### config.mk
export PLATFORM = sky130hd
export DESIGN_NAME = delta_timer_queue
export DESIGN_NICKNAME = d
export VERILOG_FILES = /design/src/rtl/dtq_pkg.sv /design/src/rtl/dtq_ram.sv /design/src/rtl/delta_timer_queue.sv
export SDC_FILE = /design/constraint.sdc
export NUM_CORES = 2
export LEC_CHECK = 0
export BUFFER_PORTS_ARGS = -buffer_cell sky130_fd_sc_hd__buf_2
export CORE_MARGIN = 2
export CORE_UTILIZATION = 50
export CTS_BUF_LIST = sky130_fd_sc_hd__clkbuf_8
export DETAILED_ROUTE_END_ITERATION = 12
export PLACE_DENSITY = 0.76
export SETUP_SLACK_MARGIN = 0.02
export SYNTH_ARGS = -nofsm -noshare
export SYNTH_HDL_FRONTEND = slang
export SYNTH_SLANG_ARGS = --single-unit
### constraint.sdc
create_clock -name clock -period 8.5 [get_ports clock]
set_clock_uncertainty 0.05 [all_clocks]
set_input_delay 1.275 -clock clock [delete_from_list [all_inputs] [get_ports clock]]
set_output_delay 1.275 -clock clock [all_outputs]
set_load 0.005 [all_outputs]
### src/rtl/dtq_pkg.sv
// ----------------------------------------------------------------------------
// dtq_pkg
// Operation and status codes of the delta timer queue.
// ----------------------------------------------------------------------------
package dtq_pkg;

   typedef enum logic [1:0] {
      OP_ADD      = 2'd0,
      OP_TICK     = 2'd1,
      OP_TAKE_DUE = 2'd2,
      OP_REMOVE   = 2'd3
   } op_type;

   localparam logic STATUS_OK   = 1'b0;
   localparam logic STATUS_FULL = 1'b1;

endpackage

### src/rtl/dtq_ram.sv
// ----------------------------------------------------------------------------
// dtq_ram
// Generic simple dual-port RAM: one write port, one registered read port.
// ----------------------------------------------------------------------------
module dtq_ram #(
   parameter int WIDTH = 48,
   parameter int DEPTH = 32
) (
   input  logic                     clock,
   input  logic                     wr_en,
   input  logic [$clog2(DEPTH)-1:0] wr_addr,
   input  logic [WIDTH-1:0]         wr_data,
   input  logic [$clog2(DEPTH)-1:0] rd_addr,
   output logic [WIDTH-1:0]         rd_data
);

   logic [WIDTH-1:0] mem [DEPTH];
   logic [WIDTH-1:0] rd_data_ff;

   always_ff @(posedge clock) begin
      if (wr_en) begin
         mem[wr_addr] <= wr_data;
      end
      rd_data_ff <= mem[rd_addr];
   end

   assign rd_data = rd_data_ff;

endmodule

### src/rtl/delta_timer_queue.sv
// ----------------------------------------------------------------------------
// delta_timer_queue
// Sleep-timer queue keeping handles in expiry order as a delta list.
// ----------------------------------------------------------------------------
// Usage: one request word (operation, handle, delay_ticks) goes in on the req_
// channel and exactly one response word comes out on the rsp_ channel. Entries
// live in one RAM word each (delta and handle) and are walked by a small
// sequencer with one read and one write port.
// Steps: a full queue add, or a tick, take-due or remove on an empty queue,
// goes straight to the response; an add on an empty queue writes its entry
// first. A tick or take-due that does not release touches only the head; one
// that releases shifts the rest down. An add walks the entries it passes and
// shifts up those it moves; a remove searches and shifts likewise.
// Throughput: one word at a time; req_stall is high while an item is in work.
// The single RAM port pair sets the pace of every walk and shift.
// Reset clears the entry count and the response valid; the RAM is not cleared,
// only counted entries are ever read. A stalled response holds in its output
// register, and the next request may be taken meanwhile; its result waits
// until the held word is taken.
// ----------------------------------------------------------------------------
module delta_timer_queue
   import dtq_pkg::*;
#(
   parameter int CAPACITY     = 32,
   parameter int TICK_WIDTH   = 32,
   parameter int HANDLE_WIDTH = 16
) (
   input  logic                             clock,
   input  logic                             reset,
   input  logic                             req_valid,
   output logic                             req_stall,
   input  logic [1:0]                       req_operation,
   input  logic [HANDLE_WIDTH-1:0]          req_handle,
   input  logic [TICK_WIDTH-1:0]            req_delay_ticks,
   output logic                             rsp_valid,
   input  logic                             rsp_stall,
   output logic                             rsp_released,
   output logic [HANDLE_WIDTH-1:0]          rsp_released_handle,
   output logic                             rsp_status,
   output logic                             rsp_queue_empty,
   output logic [$clog2(CAPACITY+1)-1:0]    rsp_entry_count
);

   localparam int CNT_W  = $clog2(CAPACITY + 1);
   localparam int IDX_W  = $clog2(CAPACITY);
   localparam int WORD_W = TICK_WIDTH + HANDLE_WIDTH;
   localparam logic [CNT_W-1:0] CAP_CNT = CNT_W'(CAPACITY);
   localparam logic [CNT_W-1:0] ONE     = CNT_W'(1);
   localparam logic [CNT_W-1:0] TWO     = CNT_W'(2);
   localparam logic [TICK_WIDTH-1:0] TICK_ONE = TICK_WIDTH'(1);

   typedef enum logic [3:0] {
      ST_IDLE, ST_READ, ST_EVAL, ST_UP_RD, ST_UP_WR, ST_INSERT,
      ST_MERGE, ST_DN_RD, ST_DN_WR, ST_DONE
   } state_type;

   state_type               state_ff, state_in;
   op_type                  op_ff, op_in;
   logic [HANDLE_WIDTH-1:0] hnd_ff, hnd_in;
   logic [TICK_WIDTH-1:0]   delay_ff, delay_in;
   logic [CNT_W-1:0]        idx_ff, idx_in;
   logic [CNT_W-1:0]        sh_ff, sh_in;
   logic [CNT_W-1:0]        cnt_ff, cnt_in;
   logic [WORD_W-1:0]       succ_ff, succ_in;
   logic                    link_ff, link_in;
   logic                    rel_ff, rel_in;
   logic [HANDLE_WIDTH-1:0] relh_ff, relh_in;
   logic                    status_ff, status_in;

   logic                    rsp_valid_ff, rsp_valid_in;
   logic                    rsp_rel_ff, rsp_rel_in;
   logic [HANDLE_WIDTH-1:0] rsp_relh_ff, rsp_relh_in;
   logic                    rsp_status_ff, rsp_status_in;
   logic [CNT_W-1:0]        rsp_cnt_ff, rsp_cnt_in;

   logic                    ram_we;
   logic [IDX_W-1:0]        ram_waddr, ram_raddr;
   logic [WORD_W-1:0]       ram_wdata, ram_rdata;

   logic [TICK_WIDTH-1:0]   cur_delta, succ_delta;
   logic [HANDLE_WIDTH-1:0] cur_handle, succ_handle;
   logic [CNT_W-1:0]        idx_next, sh_dec;
   logic [TICK_WIDTH:0]     merge_sum;
   logic [TICK_WIDTH-1:0]   merge_sat;

   dtq_ram #(.WIDTH(WORD_W), .DEPTH(CAPACITY)) u_ram (
      .clock   (clock),
      .wr_en   (ram_we),
      .wr_addr (ram_waddr),
      .wr_data (ram_wdata),
      .rd_addr (ram_raddr),
      .rd_data (ram_rdata)
   );

   // Field views, index steps and the saturating merge adder
   assign cur_delta   = ram_rdata[WORD_W-1:HANDLE_WIDTH];
   assign cur_handle  = ram_rdata[HANDLE_WIDTH-1:0];
   assign succ_delta  = succ_ff[WORD_W-1:HANDLE_WIDTH];
   assign succ_handle = succ_ff[HANDLE_WIDTH-1:0];
   assign idx_next    = idx_ff + ONE;
   assign sh_dec      = sh_ff - ONE;
   assign merge_sum   = {1'b0, cur_delta} + {1'b0, succ_delta};
   assign merge_sat   = merge_sum[TICK_WIDTH] ? '1 : merge_sum[TICK_WIDTH-1:0];

   // Sequencer
   always_comb begin
      state_in      = state_ff;
      op_in         = op_ff;
      hnd_in        = hnd_ff;
      delay_in      = delay_ff;
      idx_in        = idx_ff;
      sh_in         = sh_ff;
      cnt_in        = cnt_ff;
      succ_in       = succ_ff;
      link_in       = link_ff;
      rel_in        = rel_ff;
      relh_in       = relh_ff;
      status_in     = status_ff;
      rsp_valid_in  = rsp_valid_ff & rsp_stall;
      rsp_rel_in    = rsp_rel_ff;
      rsp_relh_in   = rsp_relh_ff;
      rsp_status_in = rsp_status_ff;
      rsp_cnt_in    = rsp_cnt_ff;
      ram_we        = 1'b0;
      ram_waddr     = idx_ff[IDX_W-1:0];
      ram_wdata     = '0;
      ram_raddr     = idx_ff[IDX_W-1:0];

      unique case (state_ff)
         ST_IDLE: begin
            if (req_valid) begin
               op_in     = op_type'(req_operation);
               hnd_in    = req_handle;
               delay_in  = req_delay_ticks;
               idx_in    = '0;
               link_in   = 1'b0;
               rel_in    = 1'b0;
               relh_in   = '0;
               status_in = STATUS_OK;
               if (op_type'(req_operation) == OP_ADD && cnt_ff == CAP_CNT) begin
                  status_in = STATUS_FULL;
                  state_in  = ST_DONE;
               end else if (op_type'(req_operation) == OP_ADD && cnt_ff == '0) begin
                  state_in = ST_INSERT;
               end else if (cnt_ff == '0) begin
                  state_in = ST_DONE;
               end else begin
                  state_in = ST_READ;
               end
            end
         end
         ST_READ: begin
            state_in = ST_EVAL;
         end
         ST_EVAL: begin
            case (op_ff)
               OP_ADD: begin
                  if (delay_ff >= cur_delta) begin
                     delay_in = delay_ff - cur_delta;
                     idx_in   = idx_next;
                     state_in = (idx_next < cnt_ff) ? ST_READ : ST_INSERT;
                  end else begin
                     succ_in  = ram_rdata;
                     link_in  = 1'b1;
                     sh_in    = cnt_ff;
                     state_in = ST_UP_RD;
                  end
               end
               OP_TICK: begin
                  if (cur_delta <= TICK_ONE) begin
                     rel_in   = 1'b1;
                     relh_in  = cur_handle;
                     sh_in    = ONE;
                     state_in = ST_DN_RD;
                  end else begin
                     ram_we    = 1'b1;
                     ram_wdata = {cur_delta - TICK_ONE, cur_handle};
                     state_in  = ST_DONE;
                  end
               end
               OP_TAKE_DUE: begin
                  if (cur_delta == '0) begin
                     rel_in   = 1'b1;
                     relh_in  = cur_handle;
                     sh_in    = ONE;
                     state_in = ST_DN_RD;
                  end else begin
                     state_in = ST_DONE;
                  end
               end
               default: begin
                  // remove: linear search for the first matching handle
                  if (cur_handle == hnd_ff) begin
                     if (idx_next < cnt_ff) begin
                        succ_in   = ram_rdata;
                        ram_raddr = idx_next[IDX_W-1:0];
                        state_in  = ST_MERGE;
                     end else begin
                        cnt_in   = cnt_ff - ONE;
                        state_in = ST_DONE;
                     end
                  end else if (idx_next < cnt_ff) begin
                     idx_in   = idx_next;
                     state_in = ST_READ;
                  end else begin
                     state_in = ST_DONE;
                  end
               end
            endcase
         end
         ST_UP_RD: begin
            if (sh_ff > idx_next) begin
               ram_raddr = sh_dec[IDX_W-1:0];
               state_in  = ST_UP_WR;
            end else begin
               state_in = ST_INSERT;
            end
         end
         ST_UP_WR: begin
            ram_we    = 1'b1;
            ram_waddr = sh_ff[IDX_W-1:0];
            ram_wdata = ram_rdata;
            sh_in     = sh_dec;
            state_in  = ST_UP_RD;
         end
         ST_INSERT: begin
            ram_we = 1'b1;
            if (link_ff) begin
               // successor keeps the remainder of its deadline
               ram_waddr = idx_next[IDX_W-1:0];
               ram_wdata = {succ_delta - delay_ff, succ_handle};
               link_in   = 1'b0;
            end else begin
               ram_wdata = {delay_ff, hnd_ff};
               cnt_in    = cnt_ff + ONE;
               state_in  = ST_DONE;
            end
         end
         ST_MERGE: begin
            // removed entry's delta folds into its successor, saturating
            ram_we    = 1'b1;
            ram_wdata = {merge_sat, cur_handle};
            sh_in     = idx_ff + TWO;
            state_in  = ST_DN_RD;
         end
         ST_DN_RD: begin
            if (sh_ff < cnt_ff) begin
               ram_raddr = sh_ff[IDX_W-1:0];
               state_in  = ST_DN_WR;
            end else begin
               cnt_in   = cnt_ff - ONE;
               state_in = ST_DONE;
            end
         end
         ST_DN_WR: begin
            ram_we    = 1'b1;
            ram_waddr = sh_dec[IDX_W-1:0];
            ram_wdata = ram_rdata;
            sh_in     = sh_ff + ONE;
            state_in  = ST_DN_RD;
         end
         ST_DONE: begin
            if (!rsp_valid_ff || !rsp_stall) begin
               rsp_valid_in  = 1'b1;
               rsp_rel_in    = rel_ff;
               rsp_relh_in   = relh_ff;
               rsp_status_in = status_ff;
               rsp_cnt_in    = cnt_ff;
               state_in      = ST_IDLE;
            end
         end
         default: begin
            state_in = ST_IDLE;
         end
      endcase
   end

   // State and registered outputs
   always_ff @(posedge clock) begin
      if (reset) begin
         state_ff     <= ST_IDLE;
         cnt_ff       <= '0;
         rsp_valid_ff <= 1'b0;
      end else begin
         state_ff     <= state_in;
         cnt_ff       <= cnt_in;
         rsp_valid_ff <= rsp_valid_in;
      end
      op_ff         <= op_in;
      hnd_ff        <= hnd_in;
      delay_ff      <= delay_in;
      idx_ff        <= idx_in;
      sh_ff         <= sh_in;
      succ_ff       <= succ_in;
      link_ff       <= link_in;
      rel_ff        <= rel_in;
      relh_ff       <= relh_in;
      status_ff     <= status_in;
      rsp_rel_ff    <= rsp_rel_in;
      rsp_relh_ff   <= rsp_relh_in;
      rsp_status_ff <= rsp_status_in;
      rsp_cnt_ff    <= rsp_cnt_in;
   end

   assign req_stall           = (state_ff != ST_IDLE);
   assign rsp_valid           = rsp_valid_ff;
   assign rsp_released        = rsp_rel_ff;
   assign rsp_released_handle = rsp_relh_ff;
   assign rsp_status          = rsp_status_ff;
   assign rsp_entry_count     = rsp_cnt_ff;
   assign rsp_queue_empty     = (rsp_cnt_ff == '0);

endmodule

---- After elaboration in Yosys (flattened, before gate mapping) ----
Memories as Yosys holds them, arrays and structs flattened. A register that Yosys moved wholly into a read port is not among the register bits.
Cells that the tools add are included.
word-level totals
  register bits ........................... 164
  RAM bits ................................ 1536
  input port bits ......................... 54
  output and inout bits ................... 27
  logic and storage cells ................. 177
  memories ................................ 1
memory list
  name       depth  width  rd ports  clocked after Yosys merged registers in  write ports  RTL line       RTL
  u_ram.mem  32     48     1         1                                        1            dtq_ram.sv:17  logic [WIDTH-1:0] mem [DEPTH];
operators by class
  add/sub/neg operators ................... 10
  $lt $le $gt $ge ......................... 5
  equal/unequal tests ..................... 33
  mux-type cells .......................... 76
  bitwise logic cells ..................... 2
  reductions and logical operators ........ 33
operator list
  operator               number
  $mux 48                6
  $pmux 48 s4            1
  $mux 32                4
  $pmux 48 s2            1
  $mux 6                 12
  $pmux 16 s2            2
  $pmux 32 s2            1
  $sub 32x32->32         2
  $mux 16                3
  $mux 4                 11
  $pmux 4 s9             1
  $pmux 6 s3             2
  $add 32x32->33         1
  $ge 32x32->1           1
  $le 32x1->1 const B    1
  $logic_not 32->1       1
  $sub 32x1->32 const B  1
  $mux 5                 6
  $pmux 5 s3             2
  $ne 2x2->1 const B     12
  $pmux 6 s2             2
  $pmux 6 s4             1
  $ne 3x3->1 const B     7
  $add 6x1->6 const B    3
  other kinds (37)       75

---- Depth between registers and ports, before layout ----
  depth after elaboration ................. 6
  mapped depth ............................ 18
  mapped depth without buffers ............ 15

---- Hierarchy ----
A second synthesis with hierarchy kept.
unflattened totals
  cells, all modules ...................... 5081
  area, all modules ....................... 75277.2 µm²
modules (own cells, without submodules)
  module             times used  cells an instance  area an instance (µm²)
  dtq_ram            1           3364               60724.5
  delta_timer_queue  1           1717               14552.7

---- Worst setup path before layout ----
OpenSTA, ideal clock, no wires.
  kind .................................... reg-to-reg
  start point ............................. register u_ram.rd_data_ff[18], in the netlist u_ram.rd_data[18], read port of u_ram.mem
  end point ............................... register succ_ff[0], enable pin
  arrival ................................. 6.102 ns
  required time ........................... 7.924 ns
  setup slack ............................. 1.822 ns
  stages on the path, launching flop included .. 13
  buffers on the path ..................... 0
  clock period less this slack ............ 6.678 ns
  cells stage by stage .................... dfxtp_1 > inv_1 > ha_1 > nor2b_1 > o21a_1 > o21a_1 > o211a_1 > o21a_1 > o21ai_0 > a21boi_0 > o21a_1 > or3b_2 > a211oi_1
between the ends
  cells in the longest elaborated chain, start to end .. 3
ends and longest elaborated chain
  item                               RTL line                  RTL
  start, declared                    dtq_ram.sv:18             logic [WIDTH-1:0] rd_data_ff;
  $ge 32x32->1                       delta_timer_queue.sv:158  if (delay_ff >= cur_delta) begin
  $ne 2x2->1 (no source line)        --
  $reduce_and 5->1 (no source line)  --
  end signal, assigned               delta_timer_queue.sv:294  succ_ff <= succ_in;
  end, declared                      delta_timer_queue.sv:64   logic [WORD_W-1:0] succ_ff, succ_in;
Every way passes these cells.
A chain may end at the register's enable or synchronous reset.

---- Final worst setup path ----
  start point ............................. register idx_ff[0]
  end point ............................... register u_ram.rd_data_ff[13], in the netlist u_ram.rd_data[13], read port of u_ram.mem
between the ends
  cells in the longest elaborated chain, start to end .. 6
  elaborated cells between the ends (all ways) .. 9
  those cells by class .................... add/sub: 1; order compare: 2; mux: 6
ends and longest elaborated chain
  item                    RTL line                  RTL
  start, declared         delta_timer_queue.sv:61   logic [CNT_W-1:0] idx_ff, idx_in;
  start signal, assigned  delta_timer_queue.sv:292  idx_ff <= idx_in;
  $add 6x1->6 *           delta_timer_queue.sv:100  assign idx_next = idx_ff + ONE;
  net idx_next[4]         delta_timer_queue.sv:82   logic [CNT_W-1:0] idx_next, sh_dec;
  $lt 6x6->1              delta_timer_queue.sv:194  if (idx_next < cnt_ff) begin
  $mux 5                  delta_timer_queue.sv:194
  $mux 5                  delta_timer_queue.sv:193  if (cur_handle == hnd_ff) begin
  $mux 5                  delta_timer_queue.sv:156  case (op_ff)
  $pmux 5 s3 *            delta_timer_queue.sv:129  unique case (state_ff)
Mark *: on every way through the listed nets, which the timed path passes. The rest lies on a longest branch.

==> run metrics <==
status completed; synthesized netlist net count 6054; Final Hold Fails 0; Pins Over Slew Limit 0; core footprint 0.154 mm²; TritonCTS clock tree built; Netlist cell types 87; Worst Hold Class register to register; Primary FF master, synth edfxtp_1; Port Buffers 80; Post-synth EDFFs 1689; period utilisation layout 73.8%; first-pass GRT wire length 344000 µm; fin util 55.4%; Gate power share 37.7%; Worst Max-Slew Pin Slew 1.43 ns; Layout fillers 12000; power share of the clock group 22.0%; pwr dens 358 mW/mm²; CP endpoint kind register; PostCTS Resize Cnt 0; Int Pwr 18300 µW; critical path class register to register; initial core utilization 50.2%; vias per cell 6.89; Net Sw Frac 39.9%; final wirelength 237000 µm; Critical Path Start idx_ff[0]; postcts setup bufs 0; RSZ-0062 raised after global routing false; CTS Hold Bufs 0; flops & latches, synth 1748; Max-Cap Viols 0; Setup Viol. Count Final 0; WL per Instance 29.1 µm; gr ovfl total 0; detailed-route DRC error count 0; syn_area_per_cell 13.1 µm²; peak supply drop 0.335 mV; Die ar. 0.157 mm²; CTS Sinks 1748; Mapped Area 0.0771 mm²; Reg2Reg Depth 15; Tot GR Track Use 29.2%; multi-input combinational cell area 0.0233 mm²; Final Wtd Congestion 0.921; Core Rows 144; initial antenna violation count 4; I/O pin total 81; Worst Hold Depth 0; sequential power share 40.3%; clk slew on worst S/H paths 0.07 ns; die height 397 µm; vias after detailed routing 56000; crit-path max FO 35; Fin Setup TNS 0 ns; clk buf depth 4; Die Span X 397 µm; vias in the first global route 53500; DP Wirelength 123000 µm; area grow syn2layout 10.3%; Max Clock Freq 159 MHz; nets 6079; worst path required time 9.31 ns; CTS root buf clkbuf_8; share of cells above drive strength 1 14.1%; Leak 0.0281 µW; Initial DRT Pass Iterations 12; Period minus WS final 6.27 ns; largest net degree at the start of global routing 206; net switching power 12100 µW; antenna viol nets, final 0; CP arrival 7.08 ns; sequential area share after synthesis 67.4%; Post-synth ARST share 0%; Worst-Skew Late Latency 1.02 ns; startpoint types register; HP Start relh_ff[3]; H-tree depth 5; TritonCTS Buffers 283; number of DRC markers in iteration 0 9705; Seq. cell area 0.0519 mm²; slew margin rel. 4.39%; Post-Syn Instances 5871; Reg-to-Reg Start idx_ff[0]; count of warnings emitted by yosys 0
-- power by group through the flow --
stage,Sequential (µW),Combinational [µW],Clock (µW)
after floorplan,12000,7410,0
after global placement,12400,10900,0
after detailed placement,12400,11100,0
after CTS,12200,11100,6720
after global routing,12300,12100,7090
final,12300,11500,6690
-- critical path, stage by stage, from the launching register on --
cell and delay [ns]:
edfxtp_1 0.69, ha_1 0.36, nand3_1 0.12, xnor2_1 0.42, ha_1 0.35, a21o_1 0.19, a21o_1 0.18, a41oi_1 0.43
nand3_2 0.24, and2_1 0.27, o21ai_1 0.46, and3_4 0.74, nand3_4 0.62, buf_4 0.55, o2111ai_1 0.34, nor4_1 0.10
-- cells in the mapped netlist (all sizes together) (59+ instances only) --
cell type / number / area, µm²
buf: 152 / 709
a21oi: 164 / 828
nor4: 60 / 390
xnor2: 80 / 701
inv: 107 / 402
edfxtp: 1689 / 50700
nand2: 154 / 581
o21ai: 700 / 3510
nand4: 543 / 3400
nand3: 576 / 2890
clkbuf: 337 / 1260
o2111ai: 246 / 2150
nor3: 81 / 410
nor2: 147 / 552
ha: 125 / 1560
dfxtp: 59 / 1180
mux2: 193 / 2170
-- flip-flops by register name, indices dropped and copies added (netlist names) --
register,cells
idx_ff,6
op_ff,2
rel_ff,1
u_ram.mem,1536
state_ff,4
delay_ff,32
rsp_released,1
hnd_ff,16
u_ram.rd_data,48
relh_ff,16
rsp_valid,1
rsp_entry_count,6
link_ff,1
rsp_released_handle,16
status_ff,1
sh_ff,6
rsp_status,1
cnt_ff,6
succ_ff,48
-- cells by family after synthesis --
group	synth area share [%]
adder cells (fa/ha/maj)	2.13
AO/OA/AOI/OAI	11.1
buffers and inverters	3.08
AND/OR/NAND/NOR	11.9
multiplexers	3.20
XOR/XNOR	1.30
flip-flops	67.4
-- final cells by class --
class	count	area share [%]
tap	2044	3.01
antenna	1	0.00294
timing repair buffer	229	2.06
multi-input combinational	3527	27.4
clock inverter	176	1.07
inverter	107	0.473
clock buffer	301	4.87
sequential	1748	61.1
-- metal layers --
metal | global-route usage, % | vias to the layer above | routed length (µm) | share of wire, %
met5 | 0 | - | 177 | 0.075
met4 | 13.2 | 4 | 11400 | 4.8
met3 | 8.32 | 806 | 36000 | 15
met2 | 44.3 | 4675 | 105000 | 44
met1 | 39.2 | 27100 | 84100 | 36
li1 | - | 23400 | - | -
-- path summary, 6_finish.rpt --
kind | to | slack, ns
worst max-delay path | u_ram.rd_data[13] | 2.23
worst min-delay path | rsp_released_handle[3] | 0.33
worst max register to register | u_ram.rd_data[13] | 2.23
worst min register to register | rsp_released_handle[3] | 0.33
-- cell usage in the layout, fill, tap and decap left out, types with 34 or more instances in the layout --
cell type  synthesis  layout
edfxtp_1        1689    1689
o21ai_0          694     678
nand3_1          575     572
nand4_1          543     543
clkbuf_8           0     301
o2111ai_1        246     242
mux2_2           193     193
inv_1            106     186
a21oi_1          162     161
nand2_1          153     152
buf_4              6     130
ha_1             125     125
nor2_1           147     113
nor3_1            80      80
xnor2_1           80      80
buf_2             93      80
nor4_1            59      59
dfxtp_1           59      59
a21o_1            57      57
clkinv_1           0      55
xor2_1            34      34
nor2_4             0      34
-- stage by stage --
stage	area [µm²]	instances	worst slack, ns	total power (µW)	hold slack [ns]
2_1_floorplan	77100	5871	1.82	19400	0.350
3_3_place_gp	79900	7654	2.57	23200	0.353
3_5_place_dp	79900	7654	2.35	23400	0.355
4_1_cts	85000	8131	2.34	30000	0.335
5_1_grt	85000	8133	1.97	31500	0.350
6_report	85000	8133	2.23	30400	0.334
No activity file was read; power rests on OpenSTA's default activity.
